File: config.mk
export PLATFORM = sky130hd
export DESIGN_NAME = nlcd_ctrl
export DESIGN_NICKNAME = d
export VERILOG_FILES = /design/src/rtl/nlcd_pkg.sv /design/src/rtl/nlcd_ctrl.sv
export SDC_FILE = /design/constraint.sdc
export NUM_CORES = 1
export LEC_CHECK = 0
export ABC_AREA = 0
export BUFFER_PORTS_ARGS = -buffer_cell sky130_fd_sc_hd__buf_4
export CORE_AREA = 4 4 41 43
export CTS_BUF_LIST = sky130_fd_sc_hd__clkbuf_16
export DETAILED_ROUTE_END_ITERATION = 10
export DIE_AREA = 0 0 45 47
export PLACE_DENSITY = 0.34
export SKIP_LAST_GASP = 1
export SYNTH_ARGS = -nofsm -noshare
export SYNTH_HDL_FRONTEND = slang
export SYNTH_SLANG_ARGS = --single-unit
File: constraint.sdc
create_clock -name clock -period 1.6 [get_ports clock]
set_clock_uncertainty 0.15 [all_clocks]
set_input_delay 0.16 -clock clock [delete_from_list [all_inputs] [get_ports clock]]
set_output_delay 0.16 -clock clock [all_outputs]
set_load 0.01 [all_outputs]
File: src/rtl/nlcd_pkg.sv
package nlcd_pkg;

   localparam int DISPLAY_CELLS = 10;
   localparam int CELL_W        = 8;
   localparam int VALUE_W       = 32;
   localparam int CMD_W         = 3;
   localparam int NIBBLE_W      = 4;
   localparam int HEX_DIGITS    = 8;
   localparam int BCD_W         = 4 * DISPLAY_CELLS;
   localparam int CONV_STEPS    = VALUE_W;
   localparam int ITER_W        = $clog2(CONV_STEPS);
   localparam int BEAT_W        = 5;
   localparam int CELL_IDX_W    = $clog2(DISPLAY_CELLS);

   localparam logic [BEAT_W-1:0] BEAT_FINAL     = BEAT_W'(2 * DISPLAY_CELLS);
   localparam logic [BEAT_W-1:0] PREAMBLE_BEATS = BEAT_W'(2);

   localparam logic [NIBBLE_W-1:0] NIB_UNLOCK_ADDR = 4'hF;
   localparam logic [NIBBLE_W-1:0] NIB_UNLOCK_DATA = 4'h1;
   localparam logic [NIBBLE_W-1:0] NIB_CODE_ADDR   = 4'h0;

   localparam logic [CELL_W-1:0] CODE_BLANK    = 8'h00;
   localparam logic [CELL_W-1:0] CODE_MINUS    = 8'h01;
   localparam logic [CELL_W-1:0] CODE_LETTER_B = 8'hC7;
   localparam logic [CELL_W-1:0] CODE_LETTER_H = 8'hC3;

   localparam logic [VALUE_W-1:0] SIGN_BIT      = 32'h8000_0000;
   localparam logic [VALUE_W-1:0] MAG_MASK      = 32'h7FFF_FFFF;
   localparam logic [VALUE_W-1:0] DEC_CLAMP     = 32'd999999999;
   localparam logic [VALUE_W-1:0] DEC_NEG_LIMIT = SIGN_BIT + DEC_CLAMP;

   typedef enum logic [CMD_W-1:0] {
      CMD_INIT   = 3'd0,
      CMD_RAW    = 3'd1,
      CMD_STRING = 3'd2,
      CMD_BINARY = 3'd3,
      CMD_UDEC   = 3'd4,
      CMD_SDEC   = 3'd5,
      CMD_UHEX   = 3'd6,
      CMD_SHEX   = 3'd7
   } cmd_code_type;

   typedef enum logic [1:0] {
      ST_IDLE,
      ST_CONVERT,
      ST_BUILD,
      ST_SEND
   } state_type;

   typedef struct packed {
      logic load;
      logic step;
      logic build;
      logic emit;
   } nlcd_cmd_type;

   typedef struct packed {
      logic is_dec;
      logic iter_done;
      logic beat_final;
      logic out_free;
   } nlcd_status_type;

   function automatic logic [CELL_W-1:0] char_to_code(input logic [CELL_W-1:0] c);
      logic [CELL_W-1:0] code;
      case (c)
         "0":     code = 8'hEE;
         "1":     code = 8'h60;
         "2":     code = 8'h2F;
         "3":     code = 8'h6D;
         "4":     code = 8'hE1;
         "5":     code = 8'hCD;
         "6":     code = 8'hCF;
         "7":     code = 8'h68;
         "8":     code = 8'hEF;
         "9":     code = 8'hED;
         "A":     code = 8'hEB;
         "b":     code = 8'hC7;
         "c":     code = 8'h07;
         "d":     code = 8'h67;
         "E":     code = 8'h8F;
         "F":     code = 8'h8B;
         "-":     code = 8'h01;
         "*":     code = 8'hA9;
         "J":     code = 8'h6E;
         "G":     code = 8'hCE;
         "h":     code = 8'hC3;
         "L":     code = 8'h86;
         "n":     code = 8'h43;
         "o":     code = 8'h47;
         "P":     code = 8'hAB;
         "r":     code = 8'h03;
         "U":     code = 8'hE6;
         "X":     code = 8'hE3;
         "Y":     code = 8'hE5;
         "=":     code = 8'h05;
         "_":     code = 8'h04;
         "!":     code = 8'h70;
         "^":     code = 8'h41;
         default: code = CODE_BLANK;
      endcase
      return code;
   endfunction

   function automatic logic [CELL_W-1:0] digit_code(input logic [3:0] d);
      logic [CELL_W-1:0] code;
      case (d)
         4'h0:    code = 8'hEE;
         4'h1:    code = 8'h60;
         4'h2:    code = 8'h2F;
         4'h3:    code = 8'h6D;
         4'h4:    code = 8'hE1;
         4'h5:    code = 8'hCD;
         4'h6:    code = 8'hCF;
         4'h7:    code = 8'h68;
         4'h8:    code = 8'hEF;
         4'h9:    code = 8'hED;
         4'hA:    code = 8'hEB;
         4'hB:    code = 8'hC7;
         4'hC:    code = 8'h07;
         4'hD:    code = 8'h67;
         4'hE:    code = 8'h8F;
         4'hF:    code = 8'h8B;
         default: code = CODE_BLANK;
      endcase
      return code;
   endfunction

endpackage

File: src/rtl/nlcd_ctrl.sv
module nlcd_ctrl
   import nlcd_pkg::*;
(
   input  logic            clock,
   input  logic            reset,
   input  logic            req_valid,
   output logic            req_ready,
   input  nlcd_status_type status,
   output nlcd_cmd_type    cmd
);

   state_type state_ff;
   state_type state_in;

   always_ff @(posedge clock) begin
      if (reset) begin
         state_ff <= ST_IDLE;
      end else begin
         state_ff <= state_in;
      end
   end

   always_comb begin
      state_in = state_ff;
      case (state_ff)
         ST_IDLE: begin
            if (req_valid) begin
               state_in = ST_CONVERT;
            end
         end
         ST_CONVERT: begin
            if (!status.is_dec || status.iter_done) begin
               state_in = ST_BUILD;
            end
         end
         ST_BUILD: begin
            state_in = ST_SEND;
         end
         ST_SEND: begin
            if (status.out_free && status.beat_final) begin
               state_in = ST_IDLE;
            end
         end
         default: begin
            state_in = ST_IDLE;
         end
      endcase
   end

   always_comb begin
      req_ready = 1'b0;
      cmd       = '0;
      case (state_ff)
         ST_IDLE: begin
            req_ready = 1'b1;
            cmd.load  = req_valid;
         end
         ST_CONVERT: begin
            cmd.step = status.is_dec;
         end
         ST_BUILD: begin
            cmd.build = 1'b1;
         end
         ST_SEND: begin
            cmd.emit = status.out_free;
         end
         default: begin
            req_ready = 1'b0;
         end
      endcase
   end

endmodule

==> flow_metrics.py <==
metrics = {
    "status": {
        "status": "completed",
    },
    "grt": {
        "met1_usage_pct": 4.289,
        "grt_pass1_vias": 193,
        "grt_max_degree": 5,
        "globalRoute.busiestLayer": "met2",
        "antenna_found_initial": 0,
        "grt_overflow_total": 0,
        "grt_use_met2_pct": 7.910,
        "grt_pass1_wl_microns": 703,
        "met3_usage_pct": 3.831,
        "track_usage_pct": 5.201,
    },
    "synthesis": {
        "synth_seq_cells": 2,
        "syn_nets": 33,
        "syn_inst": 22,
        "synth_area_sq_um": 191.4,
        "ys_seq_area_share_pct": 20.92,
        "avgSynthCellArea_sq_um": 8.702,
        "yosysWarnings": 0,
        "ys_types": 14,
    },
    "floorplan": {
        "die_y_microns": 47,
        "num_rows": 13,
        "die_w_microns": 45,
        "io_pins": 12,
        "start_util_pct": 14.71,
        "fp.coreArea_sq_um": 1301,
        "die_area_sq_um": 2115,
    },
    "clock_tree": {
        "cts.clk_slew.worst_paths_ps": 30,
        "cts_tree": "built",
        "cts.sinks": 2,
        "holdBufCountCts": 0,
        "htreeDepth": 1,
        "worst_skew_pair.late_latency_ps": 220,
        "cts_resized": 0,
        "clock-root-buffer": "clkbuf_16",
        "cts_setup_buffers": 0,
        "clock_path_buffers": 2,
        "cts_buffers": 3,
    },
    "worst_setup_path": {
        "crit_chain": "inv_1, ha_1, and2_1, buf_4",
        "crit_required_ps": 1290,
        "crit_type": "reg2out",
        "critPathBufInv": 2,
        "end_kind": "output port",
        "cp_slowest_cell": "dfxtp_1",
        "start_kind": "flip-flop",
        "ff2ff_path_depth": 5,
        "crit_fanout": 4,
        "critical_path_depth": 4,
        "cpPeakStageDelay_ps": 370,
        "critical-path-top-delay-family": "flip-flops",
        "arrival_ps": 1180,
    },
    "sta": {
        "fmax_mhz": 671.9,
        "tns_ps": 0,
        "drv_slew": 0,
        "setup_violations": 0,
        "rsz0062_at_grt": "false",
        "period_share_pct": 93.02,
        "hold_violations": 0,
        "slew_headroom_pct": 92.34,
        "final.min_clock_period_ps": 1488,
        "worst_pin_slew_ps": 111.8,
    },
    "worst_hold_path": {
        "hp-class": "in2reg",
        "hold_depth": 3,
    },
    "routing": {
        "routedWlPerCell_microns": 8.725,
        "antenna_left": 0,
        "dr.pass1.iters": 2,
        "finalWirelength_microns": 445,
        "first_iter_violations": 4,
        "vias": 182,
        "avgViaCountPerCell": 3.569,
        "route.detailed.drc": 0,
    },
    "layout": {
        "multiInputGateArea_sq_um": 140.1,
        "fill_cells": 156,
        "regArea_sq_um": 40.04,
        "top_regs": "state_ff x2",
        "regMostFlops": "state_ff",
        "final_area_sq_um": 367.9,
        "drive_above_1_share_pct": 44.44,
        "final_nets": 49,
        "final_core_util_pct": 28.27,
        "largest_reg_flops": 2,
        "synthToLayoutAreaGrowth_pct": 92.16,
        "antenna_cells": 0,
    },
    "pwr": {
        "power_density_nw_per_um2": 2135,
        "p_total_uw": 785.5,
        "ir_drop_v": 0.0007319,
        "p_leak_nw": 0.1859,
    },
    "place": {
        "place_area_sq_um": 292.8,
        "port_buffers": 11,
        "globalplace.congestion": 0.7085,
    },
    "job": {
        "drv_cap": 0,
    },
}
power breakdown:
part | internal, mW | switching [mW]
Sequential | 0.0768 | 0.0249
Combinational | 0.159 | 0.152
Clock | 0.318 | 0.0544
cell families after synthesis:
logic type | Yosys count | share of synthesized area (%)
AOI/OAI and AO/OA | 3 | 14.38
adders and majority gates | 4 | 26.14
buffers and inverters | 3 | 5.882
DFF | 2 | 20.92
muxes | 1 | 5.229
and+or+nand+nor | 9 | 27.45
cells in the mapped netlist:
| cell type | count | area (sq um) |
|---|---|---|
| a21oi_2 | 1 | 8.760 |
| and2_2 | 1 | 7.510 |
| mux2i_1 | 1 | 10.01 |
| a21bo_1 | 1 | 10.01 |
| nand3b_1 | 1 | 7.510 |
| nand2_1 | 1 | 3.750 |
| nand2b_1 | 3 | 18.77 |
| dfxtp_1 | 2 | 40.04 |
| nand3_1 | 1 | 5.000 |
| ha_1 | 4 | 50.05 |
| and2_1 | 1 | 6.260 |
| inv_1 | 3 | 11.26 |
| nor2_1 | 1 | 3.750 |
| a31o_1 | 1 | 8.760 |
per-layer routing:
layer	part of all wire, %	routed length, microns
met5	0	0
met4	0	0
met3	12	52
met2	52	232
met1	36	160
per-stage QoR:
step,setup WS (ps),hold slack [ps],std cells
final,111.6,61.67,51
after global routing,35.42,80.40,51
after CTS,102.2,57.17,51
after detailed placement,270.0,285.2,48
after global placement,263.7,290.3,48
after floorplan,334.3,176.7,22
layout by cell type, fill, tap and decap left out, types with 2 or more instances in the layout:
cell,instances
buf_4,11
inv_1,3
ha_1,4
clkbuf_16,3
dfxtp_1,2
nand2b_1,3
final cells by class:
cell class	instances	share of cell area (%)
clock buffer	3	20.41
timing repair buffer	11	22.45
tap	15	5.102
inverter	3	3.061
sequential	2	10.88
multi-input combinational	17	38.10
path summary, 6_finish.rpt:
path | startpoint | end | slack, ps
max | state_ff[1] | cmd[3] | 110
min reg2reg | state_ff[1] | state_ff[1] | 370
max reg2reg | state_ff[1] | state_ff[1] | 290
min | reset | state_ff[0] | 60
worst register-to-register path, delay by kind of cell, from the launching register on:
| family | cells | cell delay (ps) |
|---|---|---|
| fa+ha+maj | 1 | 200 |
| buf+inv | 1 | 90 |
| mux | 1 | 140 |
| simple gates | 2 | 240 |
| flops | 1 | 370 |
No activity file was read; power rests on OpenSTA's default activity.
